$ cat config.mk
export PLATFORM = sky130hd
export DESIGN_NAME = frame_time_min_max_average_top_flat
export DESIGN_NICKNAME = d
export VERILOG_FILES = /design/src/ftmma_pkg.sv /design/src/ftmma_in_if.sv /design/src/ftmma_out_if.sv /design/src/ftmma_front.sv /design/src/ftmma_div.sv /design/src/ftmma_back.sv /design/src/frame_time_min_max_average_top.sv /design/src/flat_wrapper.sv
export SDC_FILE = /design/constraint.sdc
export NUM_CORES = 2
export LEC_CHECK = 0
export ABC_CLOCK_PERIOD_IN_PS = 5200
export BUFFER_PORTS_ARGS = -buffer_cell sky130_fd_sc_hd__buf_2
export CAP_MARGIN = 10
export CORE_MARGIN = 4
export CORE_UTILIZATION = 28
export CTS_CLUSTER_DIAMETER = 150
export DETAILED_ROUTE_END_ITERATION = 10
export HOLD_SLACK_MARGIN = 0.15
export SETUP_SLACK_MARGIN = 0.05
export SYNTH_ARGS = -nofsm -noshare
export SYNTH_HDL_FRONTEND = slang
export SYNTH_HIERARCHICAL = 1
export SYNTH_SLANG_ARGS = --single-unit
$ cat constraint.sdc
create_clock -name clk -period 5.2 [get_ports clk]
set_input_delay 0.26 -clock clk [delete_from_list [all_inputs] [get_ports clk]]
set_output_delay 0.26 -clock clk [all_outputs]
set_load 0.05 [all_outputs]
$ cat src/ftmma_pkg.sv
// Package for the frame-time min/max/average block.
// Shared types, codes and default sizes; no dependencies.
`default_nettype none
package ftmma_pkg;

	localparam int unsigned MAX_WINDOW_DEF = 64;
	localparam int unsigned TIME_BITS_DEF  = 32;
	localparam int unsigned CFG_BITS       = 7;

	typedef enum logic {
		OP_SAMPLE = 1'b0,
		OP_CLEAR  = 1'b1
	} op_t;

	typedef enum logic [1:0] {
		ST_IDLE,
		ST_UPD,
		ST_DIV,
		ST_EMIT
	} back_state_t;

	typedef struct packed {
		logic                we;
		logic [CFG_BITS-1:0] value;
	} cfg_t;

endpackage
`default_nettype wire

$ cat src/ftmma_in_if.sv
// Input channel of the frame-time block: valid/ready with operation and sample.
// Depends on nothing.
`default_nettype none
interface ftmma_in_if #(
	parameter int unsigned TIME_BITS = 32
);
	logic                 valid;
	logic                 ready;
	logic                 operation;
	logic [TIME_BITS-1:0] frame_time;

	modport source (output valid, output operation, output frame_time, input ready);
	modport sink   (input valid, input operation, input frame_time, output ready);
endinterface
`default_nettype wire

$ cat src/ftmma_out_if.sv
// Output channel of the frame-time block: valid/ready with min, max and average.
// Depends on nothing.
`default_nettype none
interface ftmma_out_if #(
	parameter int unsigned TIME_BITS = 32
);
	logic                 valid;
	logic                 ready;
	logic [TIME_BITS-1:0] min_time;
	logic [TIME_BITS-1:0] max_time;
	logic [TIME_BITS-1:0] average_time;

	modport source (output valid, output min_time, output max_time, output average_time,
		input ready);
	modport sink   (input valid, input min_time, input max_time, input average_time,
		output ready);
endinterface
`default_nettype wire

$ cat src/ftmma_front.sv
// Front end: accepts input items, classifies the operation and queues them.
// Two-entry queue towards the back end. Uses ftmma_pkg.
`default_nettype none
module ftmma_front
	import ftmma_pkg::*;
#(
	parameter int unsigned TIME_BITS = TIME_BITS_DEF
) (
	input  wire logic                 clk,
	input  wire logic                 arst_n,
	input  wire logic                 in_valid,
	output logic                      in_ready,
	input  wire logic                 in_operation,
	input  wire logic [TIME_BITS-1:0] in_frame_time,
	output logic                      q_valid,
	input  wire logic                 q_ready,
	output op_t                       q_op,
	output logic [TIME_BITS-1:0]      q_time
);

	op_t                  op_q   [2];
	logic [TIME_BITS-1:0] time_q [2];
	logic                 wr_ptr_q;
	logic                 rd_ptr_q;
	logic [1:0]           cnt_q;
	logic                 push;
	logic                 pop;
	op_t                  in_op;

	assign in_op    = in_operation ? OP_CLEAR : OP_SAMPLE;
	assign in_ready = (cnt_q != 2'd2);
	assign q_valid  = (cnt_q != 2'd0);
	assign push     = in_valid && in_ready;
	assign pop      = q_valid && q_ready;
	assign q_op     = op_q[rd_ptr_q];
	assign q_time   = time_q[rd_ptr_q];

	always_ff @(posedge clk) begin
		if (push) begin
			op_q[wr_ptr_q]   <= in_op;
			time_q[wr_ptr_q] <= in_frame_time;
		end
	end

	always_ff @(posedge clk or negedge arst_n) begin
		if (!arst_n) begin
			wr_ptr_q <= 1'b0;
			rd_ptr_q <= 1'b0;
			cnt_q    <= 2'd0;
		end else begin
			if (push)
				wr_ptr_q <= ~wr_ptr_q;
			if (pop)
				rd_ptr_q <= ~rd_ptr_q;
			if (push && !pop)
				cnt_q <= cnt_q + 2'd1;
			else if (pop && !push)
				cnt_q <= cnt_q - 2'd1;
		end
	end

`ifndef NO_ASSERTIONS
	a_cnt_bound: assert property (@(posedge clk) disable iff (!arst_n)
		cnt_q != 2'd3) else $error("queue count out of range");
	a_full_no_push: assert property (@(posedge clk) disable iff (!arst_n)
		(cnt_q == 2'd2 && !pop) |=> (cnt_q == 2'd2)) else $error("full queue lost an item");
	a_ptr_gap: assert property (@(posedge clk) disable iff (!arst_n)
		(cnt_q == 2'd1) |-> (wr_ptr_q != rd_ptr_q)) else $error("queue pointers out of step");
`endif

endmodule
`default_nettype wire

$ cat src/ftmma_div.sv
// Restoring divider, one quotient bit per cycle, for the windowed average.
// Quotient is known to fit in TIME_BITS. Uses ftmma_pkg for defaults.
`default_nettype none
module ftmma_div
	import ftmma_pkg::*;
#(
	parameter int unsigned TIME_BITS = TIME_BITS_DEF,
	parameter int unsigned SW        = 38,
	parameter int unsigned CW        = 7
) (
	input  wire logic                 clk,
	input  wire logic                 arst_n,
	input  wire logic                 start,
	input  wire logic [SW-1:0]        dividend,
	input  wire logic [CW-1:0]        divisor,
	output logic                      done,
	output logic [TIME_BITS-1:0]      quotient
);

	localparam int unsigned CTW = $clog2(SW + 1);

	logic           busy_q;
	logic           done_q;
	logic [CTW-1:0] cnt_q;
	logic [SW-1:0]  dvd_q;
	logic [CW-1:0]  dsr_q;
	logic [CW-1:0]  rem_q;
	logic [CW:0]    trial;
	logic [CW:0]    diff;
	logic           fits;

	assign trial    = {rem_q, dvd_q[SW-1]};
	assign diff     = trial - {1'b0, dsr_q};
	assign fits     = (trial >= {1'b0, dsr_q});
	assign done     = done_q;
	assign quotient = dvd_q[TIME_BITS-1:0];

	always_ff @(posedge clk) begin
		if (start) begin
			dvd_q <= dividend;
			dsr_q <= divisor;
			rem_q <= '0;
		end else if (busy_q) begin
			dvd_q <= {dvd_q[SW-2:0], fits};
			rem_q <= fits ? diff[CW-1:0] : trial[CW-1:0];
		end
	end

	always_ff @(posedge clk or negedge arst_n) begin
		if (!arst_n) begin
			busy_q <= 1'b0;
			done_q <= 1'b0;
			cnt_q  <= '0;
		end else begin
			done_q <= 1'b0;
			if (start) begin
				busy_q <= 1'b1;
				cnt_q  <= CTW'(SW);
			end else if (busy_q) begin
				cnt_q <= cnt_q - 1'b1;
				if (cnt_q == CTW'(1)) begin
					busy_q <= 1'b0;
					done_q <= 1'b1;
				end
			end
		end
	end

endmodule
`default_nettype wire

$ cat src/ftmma_back.sv
// Back end: applies samples and clears to the ring, running sum, min and max,
// divides for the average and holds the result register. Uses ftmma_pkg, ftmma_div.
`default_nettype none
module ftmma_back
	import ftmma_pkg::*;
#(
	parameter int unsigned MAX_WINDOW = MAX_WINDOW_DEF,
	parameter int unsigned TIME_BITS  = TIME_BITS_DEF
) (
	input  wire logic                 clk,
	input  wire logic                 arst_n,
	input  wire cfg_t                 cfg,
	input  wire logic                 q_valid,
	output logic                      q_ready,
	input  wire op_t                  q_op,
	input  wire logic [TIME_BITS-1:0] q_time,
	output logic                      out_valid,
	input  wire logic                 out_ready,
	output logic [TIME_BITS-1:0]      out_min,
	output logic [TIME_BITS-1:0]      out_max,
	output logic [TIME_BITS-1:0]      out_avg
);

	localparam int unsigned CW = $clog2(MAX_WINDOW + 1);
	localparam int unsigned PW = (MAX_WINDOW > 1) ? $clog2(MAX_WINDOW) : 1;
	localparam int unsigned SW = TIME_BITS + CW;

	back_state_t          state_q, state_d;
	logic [CW-1:0]        win_q;
	logic [CW-1:0]        held_q;
	logic [PW-1:0]        pos_q;
	logic [SW-1:0]        sum_q;
	logic [TIME_BITS-1:0] min_q;
	logic [TIME_BITS-1:0] max_q;
	logic [TIME_BITS-1:0] t_q;
	logic [TIME_BITS-1:0] rd_q;
	logic [TIME_BITS-1:0] avg_q;
	logic [TIME_BITS-1:0] ring [MAX_WINDOW];

	logic                 out_valid_q;
	logic [TIME_BITS-1:0] out_min_q;
	logic [TIME_BITS-1:0] out_max_q;
	logic [TIME_BITS-1:0] out_avg_q;

	logic                 take;
	logic                 div_start;
	logic                 emit_load;
	logic                 div_done;
	logic [TIME_BITS-1:0] div_q;

	logic                 full;
	logic [SW-1:0]        sum_sub;
	logic [SW-1:0]        sum_n;
	logic [CW-1:0]        held_n;
	logic [CW-1:0]        pos_inc;
	logic [PW-1:0]        pos_n;
	logic [31:0]          cfg_v;
	logic [31:0]          cfg_sat;

	// window register value: zero becomes one, saturate at the ring depth
	always_comb begin
		cfg_v = 32'(cfg.value);
		if (cfg_v == 32'd0)
			cfg_sat = 32'd1;
		else if (cfg_v > 32'(MAX_WINDOW))
			cfg_sat = 32'(MAX_WINDOW);
		else
			cfg_sat = cfg_v;
	end

	assign full    = (held_q >= win_q);
	assign sum_sub = full ? (sum_q - SW'(rd_q)) : sum_q;
	assign sum_n   = sum_sub + SW'(t_q);
	assign held_n  = full ? held_q : (held_q + 1'b1);
	assign pos_inc = CW'(pos_q) + 1'b1;
	assign pos_n   = (pos_inc >= win_q) ? '0 : PW'(pos_inc);

	always_comb begin
		state_d = state_q;
		unique case (state_q)
			ST_IDLE: begin
				if (q_valid)
					state_d = (q_op == OP_CLEAR) ? ST_EMIT : ST_UPD;
			end
			ST_UPD: state_d = ST_DIV;
			ST_DIV: begin
				if (div_done)
					state_d = ST_EMIT;
			end
			ST_EMIT: begin
				if (!out_valid_q || out_ready)
					state_d = ST_IDLE;
			end
			default: state_d = ST_IDLE;
		endcase
	end

	always_comb begin
		q_ready   = (state_q == ST_IDLE);
		take      = q_valid && q_ready;
		div_start = (state_q == ST_UPD);
		emit_load = (state_q == ST_EMIT) && (!out_valid_q || out_ready);
	end

	ftmma_div #(
		.TIME_BITS (TIME_BITS),
		.SW        (SW),
		.CW        (CW)
	) u_div (
		.clk      (clk),
		.arst_n   (arst_n),
		.start    (div_start),
		.dividend (sum_n),
		.divisor  (held_n),
		.done     (div_done),
		.quotient (div_q)
	);

	// ring: registered read at the write position, write during update
	always_ff @(posedge clk) begin
		rd_q <= ring[pos_q];
		if (state_q == ST_UPD)
			ring[pos_q] <= t_q;
	end

	always_ff @(posedge clk) begin
		if (take)
			t_q <= q_time;
		if (take && q_op == OP_CLEAR)
			avg_q <= '0;
		else if (div_done)
			avg_q <= div_q;
		if (emit_load) begin
			out_min_q <= min_q;
			out_max_q <= max_q;
			out_avg_q <= avg_q;
		end
	end

	always_ff @(posedge clk or negedge arst_n) begin
		if (!arst_n) begin
			state_q     <= ST_IDLE;
			win_q       <= CW'(MAX_WINDOW);
			held_q      <= '0;
			pos_q       <= '0;
			sum_q       <= '0;
			min_q       <= '1;
			max_q       <= '0;
			out_valid_q <= 1'b0;
		end else begin
			state_q <= state_d;
			if (emit_load)
				out_valid_q <= 1'b1;
			else if (out_ready)
				out_valid_q <= 1'b0;
			if (cfg.we || (take && q_op == OP_CLEAR)) begin
				if (cfg.we)
					win_q <= CW'(cfg_sat);
				held_q <= '0;
				pos_q  <= '0;
				sum_q  <= '0;
				min_q  <= '1;
				max_q  <= '0;
			end else if (state_q == ST_UPD) begin
				held_q <= held_n;
				pos_q  <= pos_n;
				sum_q  <= sum_n;
				if (t_q < min_q)
					min_q <= t_q;
				if (t_q > max_q)
					max_q <= t_q;
			end
		end
	end

	assign out_valid = out_valid_q;
	assign out_min   = out_min_q;
	assign out_max   = out_max_q;
	assign out_avg   = out_avg_q;

`ifndef NO_ASSERTIONS
	a_held_bound: assert property (@(posedge clk) disable iff (!arst_n)
		held_q <= win_q) else $error("sample count above window");
	a_pos_bound: assert property (@(posedge clk) disable iff (!arst_n)
		CW'(pos_q) < win_q) else $error("write position outside window");
	a_min_max: assert property (@(posedge clk) disable iff (!arst_n)
		(held_q != '0) |-> (min_q <= max_q)) else $error("min above max");
	a_div_done: assert property (@(posedge clk) disable iff (!arst_n)
		div_done |-> (state_q == ST_DIV)) else $error("divider done outside divide");
`endif

endmodule
`default_nettype wire

$ cat src/frame_time_min_max_average_top.sv
// Frame-time statistics: min, max and windowed average of frame-time samples.
// Input item: operation (0 = sample, 1 = clear) and frame_time, on in_ch.
// Result item: min_time, max_time, average_time after the item, on out_ch.
// Every input item gives exactly one result item, in order.
// window_size_we / window_size set the averaging window (0 taken as 1,
// saturated at MAX_WINDOW) and clear all statistics; write only while idle.
// A sample passes from the head of the input queue through update, the
// bit-serial divider over SW = TIME_BITS + clog2(MAX_WINDOW + 1) bits (39
// at defaults) and emit to the result register; a clear goes straight to emit.
// One item at a time.
// A two-entry input queue takes items while a result waits, and the result
// register holds until out_ch.ready; the back end stalls behind it.
// Reset: window MAX_WINDOW, min all ones, max and sum zero; the
// ring needs no clearing pass since only entries written since the last
// clear are ever read.
// Uses ftmma_pkg, ftmma_in_if, ftmma_out_if, ftmma_front, ftmma_back.
`default_nettype none
module frame_time_min_max_average_top
	import ftmma_pkg::*;
#(
	parameter int unsigned MAX_WINDOW = MAX_WINDOW_DEF,
	parameter int unsigned TIME_BITS  = TIME_BITS_DEF
) (
	input  wire logic                clk,
	input  wire logic                arst_n,
	input  wire logic                window_size_we,
	input  wire logic [CFG_BITS-1:0] window_size,
	ftmma_in_if.sink                 in_ch,
	ftmma_out_if.source              out_ch
);

	cfg_t                 cfg;
	logic                 q_valid;
	logic                 q_ready;
	op_t                  q_op;
	logic [TIME_BITS-1:0] q_time;

	assign cfg.we    = window_size_we;
	assign cfg.value = window_size;

	ftmma_front #(
		.TIME_BITS (TIME_BITS)
	) u_front (
		.clk           (clk),
		.arst_n        (arst_n),
		.in_valid      (in_ch.valid),
		.in_ready      (in_ch.ready),
		.in_operation  (in_ch.operation),
		.in_frame_time (in_ch.frame_time),
		.q_valid       (q_valid),
		.q_ready       (q_ready),
		.q_op          (q_op),
		.q_time        (q_time)
	);

	ftmma_back #(
		.MAX_WINDOW (MAX_WINDOW),
		.TIME_BITS  (TIME_BITS)
	) u_back (
		.clk       (clk),
		.arst_n    (arst_n),
		.cfg       (cfg),
		.q_valid   (q_valid),
		.q_ready   (q_ready),
		.q_op      (q_op),
		.q_time    (q_time),
		.out_valid (out_ch.valid),
		.out_ready (out_ch.ready),
		.out_min   (out_ch.min_time),
		.out_max   (out_ch.max_time),
		.out_avg   (out_ch.average_time)
	);

endmodule
`default_nettype wire
$ cat src/flat_wrapper.sv
// flat-port wrapper written by rule: the top's interface ports become plain ports
module frame_time_min_max_average_top_flat import ftmma_pkg::*;
#(
	parameter int unsigned MAX_WINDOW = MAX_WINDOW_DEF,
	parameter int unsigned TIME_BITS  = TIME_BITS_DEF
)
  (clk, arst_n, window_size_we, window_size, in_ch_valid, in_ch_operation, in_ch_frame_time, in_ch_ready, out_ch_valid, out_ch_min_time, out_ch_max_time, out_ch_average_time, out_ch_ready);
  ftmma_in_if #(.TIME_BITS(TIME_BITS)) in_ch_i ();
  ftmma_out_if #(.TIME_BITS(TIME_BITS)) out_ch_i ();
  input  wire logic clk;
  input  wire logic arst_n;
  input  wire logic window_size_we;
  input  wire logic [CFG_BITS-1:0] window_size;
  input wire logic [$bits(in_ch_i.valid)-1:0] in_ch_valid;
  input wire logic [$bits(in_ch_i.operation)-1:0] in_ch_operation;
  input wire logic [$bits(in_ch_i.frame_time)-1:0] in_ch_frame_time;
  output wire logic [$bits(in_ch_i.ready)-1:0] in_ch_ready;
  output wire logic [$bits(out_ch_i.valid)-1:0] out_ch_valid;
  output wire logic [$bits(out_ch_i.min_time)-1:0] out_ch_min_time;
  output wire logic [$bits(out_ch_i.max_time)-1:0] out_ch_max_time;
  output wire logic [$bits(out_ch_i.average_time)-1:0] out_ch_average_time;
  input wire logic [$bits(out_ch_i.ready)-1:0] out_ch_ready;
  assign in_ch_i.valid = in_ch_valid;
  assign in_ch_i.operation = in_ch_operation;
  assign in_ch_i.frame_time = in_ch_frame_time;
  assign in_ch_ready = in_ch_i.ready;
  assign out_ch_valid = out_ch_i.valid;
  assign out_ch_min_time = out_ch_i.min_time;
  assign out_ch_max_time = out_ch_i.max_time;
  assign out_ch_average_time = out_ch_i.average_time;
  assign out_ch_i.ready = out_ch_ready;
  frame_time_min_max_average_top #(.MAX_WINDOW(MAX_WINDOW), .TIME_BITS(TIME_BITS)) u_core (.clk(clk), .arst_n(arst_n), .window_size_we(window_size_we), .window_size(window_size), .in_ch(in_ch_i), .out_ch(out_ch_i));
endmodule
# Yosys cells after proc, flatten, opt, wreduce, memory -nomap -nowiden
# Memories as Yosys holds them, arrays and structs flattened. A register that Yosys moved wholly into a read port is not among the register bits.
# Index checks and enable logic that the tools add are counted.
# op_classes
add_sub_neg	8
mux	42
order_cmp	6
bitwise_logic	2
n_reduce_logical	24
eq_ne	8
# op_table
op	count
2-to-1 mux 39 bit	5
2-to-1 mux 32 bit	6
2-to-1 mux 7 bit	6
adder 39 x 32 -> 39 bit	1
subtractor 39 x 32 -> 39 bit	1
greater-than comparator 32 bit	1
< comparator 32 bit	1
2-to-1 mux 6 bit	5
>= comparator 7 bit	2
nonzero test 2 bit	7
2-to-1 mux 1 bit	13
2-to-1 mux 2 bit	6
>= comparator 8 x 7 -> 1 bit	1
case mux 2 bit (4 select lines)	1
adder 6 x 1 -> 7 bit, second input constant	1
adder 7 x 1 -> 7 bit, second input constant	1
greater-than comparator 7 bit, second input constant	1
zero test 7 bit	1
subtractor 7 bit	1
== test 6 x 1 -> 1 bit, second input constant	1
logical AND 1 bit	6
!= test 2 bit, second input constant	3
AND reduction 2 bit	3
subtractor 6 x 1 -> 6 bit, second input constant	1
other kinds (10)	15
# totals
mem_count	3
word_cells	114
ramBits	2114
regBits	319
output_inout_bits	98
# mem_list
memory	depth	width	rd	rd_clocked_by_memory_dff	wr	line_no	source
u_core.u_back.ring	64	32	1	1	1	ftmma_back.sv:38	logic [TIME_BITS-1:0] ring [MAX_WINDOW];
u_core.u_front.time_q	2	32	1	1	1	ftmma_front.sv:22	logic [TIME_BITS-1:0] time_q [2];
u_core.u_front.op_q	2	1	1	0	1	ftmma_front.sv:21	op_t op_q [2];

# Depth between registers and ports, before layout
# depth
depth_word	6
mapped_depth	24
mapped_depth_nobuf	24

# Hierarchy
# The synthesis kept the hierarchy.
# by_module_without_submodules
mod	n_inst	cells_per_inst	area_per_inst_um2	seq_area_each_um2
ftmma_back	1	5531	90748.3	69818.2
ftmma_div	1	262	3286.9	1721.7
ftmma_front	1	121	2727.6	2082.0

# Worst setup path after synthesis
# OpenSTA, ideal clock, no wires.
# synth_path
path_kind	flip-flop to flip-flop
start	reg u_core.u_back.out_valid_q, in the netlist u_core/u_back/out_valid
end	reg u_core.u_back.out_avg_q[0], in the netlist u_core/u_back/out_avg[0], enable pin
path_buffers	0
setup_slack_ns	-0.422
path_stages_with_launch	3
setup_time_ns	0.563
arrival_ns	5.059
required_time_ns	4.637
period_less_slack_ns	5.622
cell_sequence	dfrtp_1 -> nor2b_1 -> nor2b_1
# synth_between
elab_chain_cells	3
# synth_rtl
item	line_no	source
start: declaration	ftmma_back.sv:40	logic out_valid_q;
start signal: assignment	ftmma_back.sv:149	out_valid_q <= 1'b0;
start signal: assignment	ftmma_back.sv:153	out_valid_q <= 1'b1;
start signal: assignment	ftmma_back.sv:155	out_valid_q <= 1'b0;
zero test 1 bit	ftmma_back.sv:102	emit_load = (state_q == ST_EMIT) && (!out_valid_q || out_ready);
logical OR 1 bit	ftmma_back.sv:102	
logical AND 1 bit	ftmma_back.sv:102	
via u_core.u_back.emit_load	ftmma_back.sv:47	logic emit_load;
end signal: assignment	ftmma_back.sv:136	out_avg_q <= avg_q;
end: declaration	ftmma_back.sv:43	logic [TIME_BITS-1:0] out_avg_q;
# The timed path passes the listed nets, and every way through them passes these cells.
# A chain may end at the register's enable or synchronous reset.

# Final worst setup path
# layout_path
start	reg u_core.u_back.sum_q[0]
end	reg u_core.u_back.u_div.dvd_q[37], data pin
# layout_between
elab_chain_cells	4
# layout_rtl
item	line_no	source
start: declaration	ftmma_back.sv:32	logic [SW-1:0] sum_q;
start signal: assignment	ftmma_back.sv:167	sum_q <= sum_n;
subtractor 39 x 32 -> 39 bit	ftmma_back.sv:72	assign sum_sub = full ? (sum_q - SW'(rd_q)) : sum_q;
2-to-1 mux 39 bit *	ftmma_back.sv:72	
adder 39 x 32 -> 39 bit *	ftmma_back.sv:73	assign sum_n = sum_sub + SW'(t_q);
via u_core.u_back.sum_n[37]	ftmma_back.sv:53	logic [SW-1:0] sum_n;
2-to-1 mux 39 bit *	ftmma_div.sv:39	if (start) begin
end signal: assignment	ftmma_div.sv:40	dvd_q <= dividend;
end signal: assignment	ftmma_div.sv:44	dvd_q <= {dvd_q[SW-2:0], fits};
end: declaration	ftmma_div.sv:25	logic [SW-1:0] dvd_q;
# The timed path passes the listed nets; every way through them passes the cells marked *.

==> metrics.txt <==
Clock Path Buffers=3; via count=59136; final net count=6476; die height=595.9 µm; Lkg Pwr=36.25 nW; placer congestion estimate=0.9008; largest net degree at the start of global routing=90; Cells after Synth=5914; row cnt=215; initial antenna violation count=27; Max VDD drop=364.2 µV; worst-margin pin slew=1.354 ns; CTS Root Buffer Type=clkbuf_16; core area=343500 µm²; TritonCTS buffer count=231; reg-to-reg endpoint=u_core/u_back/u_div/dvd_q[37]$_DFFE_PP_; clock skew=0.05965 ns; synth unique cells=96; Initial Util=28.17%; CTS tree=built; RSZ-0062 raised after global routing=true; Detail Route Antenna Nets=0; slowest stage delay, CP=0.42 ns; max_slew headroom=9.503%; Final min period=4.922 ns; Hold Worst Slack=0.1913 ns; Pwr Density=350.3 nW/µm²; CTS sink cnt=2497; fin crit share=94.65%; cell area after synthesis=96760 µm²; outcome=complete, no violations; Final Hold Fails=0; EDFF count, synth=2288; worst skew pair latency=0.88 ns; DIE WIDTH=595.9 µm; layout cells sized above 1=15.85%; Crit path top cell by count=a21o_1; max-cap viol count=0; worst hold path stage count=2; final wirelength=307400 µm; Critical Path RT=5.82 ns; Avg Synthesized Cell Area=16.36 µm²; WS Path Type=flip-flop to flip-flop; grt ovf=0; Worst Path Max Fanout=7; Initial DRT Pass Iterations=6; end of the worst hold path=u_core/u_front/time_q[1][26]$_DFFE_PP_; asr flop ratio synth=5.527%; Clock transition at path regs=0.07 ns; I/O pin count=143; crit-path cells=inv_1 -> ha_1 -> fa_1 -> nand2b_1 -> a21o_1 -> a221o_1 -> a211oi_4 -> o21ai_1 -> nand2b_1 -> a21oi_1 -> xor2_1 -> o21ai_1 -> ha_2 -> a21o_1 -> a21o_1 -> a21oi_2 -> nor2_1 -> a21oi_1 -> o311ai_2 -> nand2_2 -> nor2b_1 -> xor2_1 -> mux2_2; vias in the first global route=55893; Synth Register Bits=2497; HPWL Detailed=189700 µm; Die Area=355000 µm²; vias per inst=5.359; arrival time of the worst setup path=5.54 ns; Detailed Route Iter0 Violations=8971; first-pass GRT wire length=428500 µm; R2R Path Start=u_core/u_back/sum_q[0]$_DFFE_PN0P_; Synth Net Count=6120; H-Tree Depth=4; Hold Startpoint=in_ch_frame_time[26]; Final Setup Violations=0; f_max=203.2 MHz; # DRC=0; endpoint class of the critical path=flip-flop; fin. max-slew vios=0; worst hold path class=input pin to flip-flop; depth of the worst register-to-register path=23; DR WL/cell=27.86 µm; DP Worst Slack=0.01637 ns; sequential share of the synthesized area=76.08%; R2R setup slack=0.28 ns; crit start category=flip-flop; filler cell count=32702; Slowest cell on crit path=fa_1; Synth Flop Type=edfxtp_1; area grow syn2layout=17.24%; IO buf count=142; Yosys warnings=6; PnR worst setup slack=0.2780 ns; global router's overall resource usage=16.53%
-- per-layer routing --
metal | vias to the layer above | routed length [µm] | GRT usage, %
li1 | 24743 | - | -
met4 | 12 | 9484 | 4.686
met5 | - | 74 | 0
met1 | 30342 | 122500 | 22.92
met2 | 3565 | 140200 | 25.81
met3 | 474 | 35100 | 3.991
-- stage by stage --
stage / area [µm²] / util, % / TNS [ns] / std cells / power [W]
2_1_floorplan: 96770 / - / 0 / 5914 / 0.02264
3_5_place_dp: 104900 / 30.53 / 0 / 10523 / 0.02290
6_report: 113400 / 33.02 / 0 / 11035 / 0.03974
4_1_cts: 113200 / 32.96 / 0 / 11024 / 0.03994
5_1_grt: 113400 / 33.02 / 0 / 11031 / 0.04089
3_3_place_gp: 104900 / 30.53 / -0.04435 / 10523 / 0.02288
-- logic make-up (layout without fill, tap and decap cells) --
group	Yosys count	count (layout)	share of synthesized area (%)
flops	2497	2497	76.08
compound gates	1709	1709	13.01
simple gates	791	791	4.003
buf+inv	524	1084	2.255
fa+ha+maj	161	161	2.105
mux	140	140	1.659
xor+xnor	92	92	0.8793
other cells	0	4	0
-- synthesized netlist by cell type (all sizes together), types with 113 or more instances --
| cell type | n | area, µm² |
|---|---|---|
| clkbuf | 268 | 1007 |
| nand3 | 148 | 750.7 |
| o21ai | 113 | 569.3 |
| nand2 | 133 | 499.2 |
| ha | 158 | 1977 |
| nor2 | 252 | 948.4 |
| inv | 143 | 536.8 |
| a31oi | 218 | 1370 |
| buf | 113 | 638.1 |
| a22o | 214 | 1874 |
| edfxtp | 2288 | 68710 |
| a221oi | 214 | 1874 |
| a21oi | 147 | 739.5 |
| a22oi | 601 | 4512 |
-- sequential cells by signal (all words and copies together) (netlist names), 32 cells and up --
signal and count:
u_core/u_back/avg_q 32, u_core/u_back/max_q 32, u_core/u_back/min_q 32, u_core/u_back/out_avg 32, u_core/u_back/out_max 32, u_core/u_back/out_min 32
u_core/u_back/rd_q 32, u_core/u_back/ring 2048, u_core/u_back/sum_q 39, u_core/u_back/t_q 32, u_core/u_back/u_div/dvd_q 39, u_core/u_front/time_q 64
-- cell type report --
class / instances / area (µm²) / area share (%)
flip-flops and latches: 2497 / 73620 / 64.90
multi-input cells: 2893 / 21740 / 19.17
clock buffers: 288 / 6066 / 5.347
well taps: 4557 / 5702 / 5.026
repair buffers: 504 / 4129 / 3.640
clock inverters: 149 / 1635 / 1.441
inverters: 143 / 536.8 / 0.4731
diodes: 4 / 10.01 / 0.008823
-- layout by cell type, fill, tap and decap left out, types with 69 or more instances in the layout --
master / synthesis / final
a21oi_1: 146 / 142
a31oi_1: 217 / 212
nor2_4: 0 / 69
dfrtp_1: 105 / 103
nor2_1: 251 / 181
a22o_1: 214 / 214
nand2_1: 133 / 130
a221oi_1: 214 / 213
nand3_1: 146 / 144
clkbuf_16: 0 / 232
edfxtp_1: 2288 / 2288
nand4_1: 70 / 70
buf_2: 3 / 141
buf_4: 33 / 256
a22oi_1: 601 / 601
dfxtp_1: 71 / 71
inv_1: 143 / 143
ha_1: 158 / 154
o21ai_0: 99 / 90
-- critical path: cells and delay by family, from the launching register on --
family	cells	cell delay [ns]
simple gates	5	0.58
compound gates	11	2.14
buf+inv	1	0.05
fa+ha+maj	3	0.98
flops	1	0.36
mux	1	0.27
xor+xnor	2	0.29
-- power breakdown --
part | internal (W) | leakage (nW) | switching (W)
logic | 0.000271 | 9.70 | 0.000448
clock network | 0.00969 | 3.73 | 0.00752
registers | 0.0218 | 22.8 | 0.0000450
-- how the worst max path moves through the flow --
stage | slack, ns | endpoint | start
after global placement | -0.04 | u_core/u_back/u_div/dvd_q[38]$_DFFE_PP_ | u_core/u_back/rd_q[1]$_DFF_P_
after CTS | 0.08 | u_core/u_back/sum_q[38]$_DFFE_PN0P_ | u_core/u_back/sum_q[1]$_DFFE_PN0P_
after detailed placement | 0.02 | u_core/u_back/sum_q[38]$_DFFE_PN0P_ | u_core/u_back/sum_q[1]$_DFFE_PN0P_
after floorplan | 0.27 | u_core/u_back/u_div/dvd_q[38]$_DFFE_PP_ | u_core/u_back/held_q[0]$_DFFE_PN0P_
final | 0.28 | u_core/u_back/u_div/dvd_q[37]$_DFFE_PP_ | u_core/u_back/sum_q[0]$_DFFE_PN0P_
after global routing | 0.02 | u_core/u_back/u_div/dvd_q[35]$_DFFE_PP_ | u_core/u_back/sum_q[1]$_DFFE_PN0P_
-- timing repair --
item / in CTS / in global routing
hold buffers: 64 / 0
cloned: 0 / 0
gates resized for setup: 2 / 36
pin swaps: 0 / 7
endpoints found under the hold margin: 217 / 0
setup endpoints to repair: 3 / 21
setup buffers: 0 / 4
Note: power is estimated with default switching activity, not from simulation.
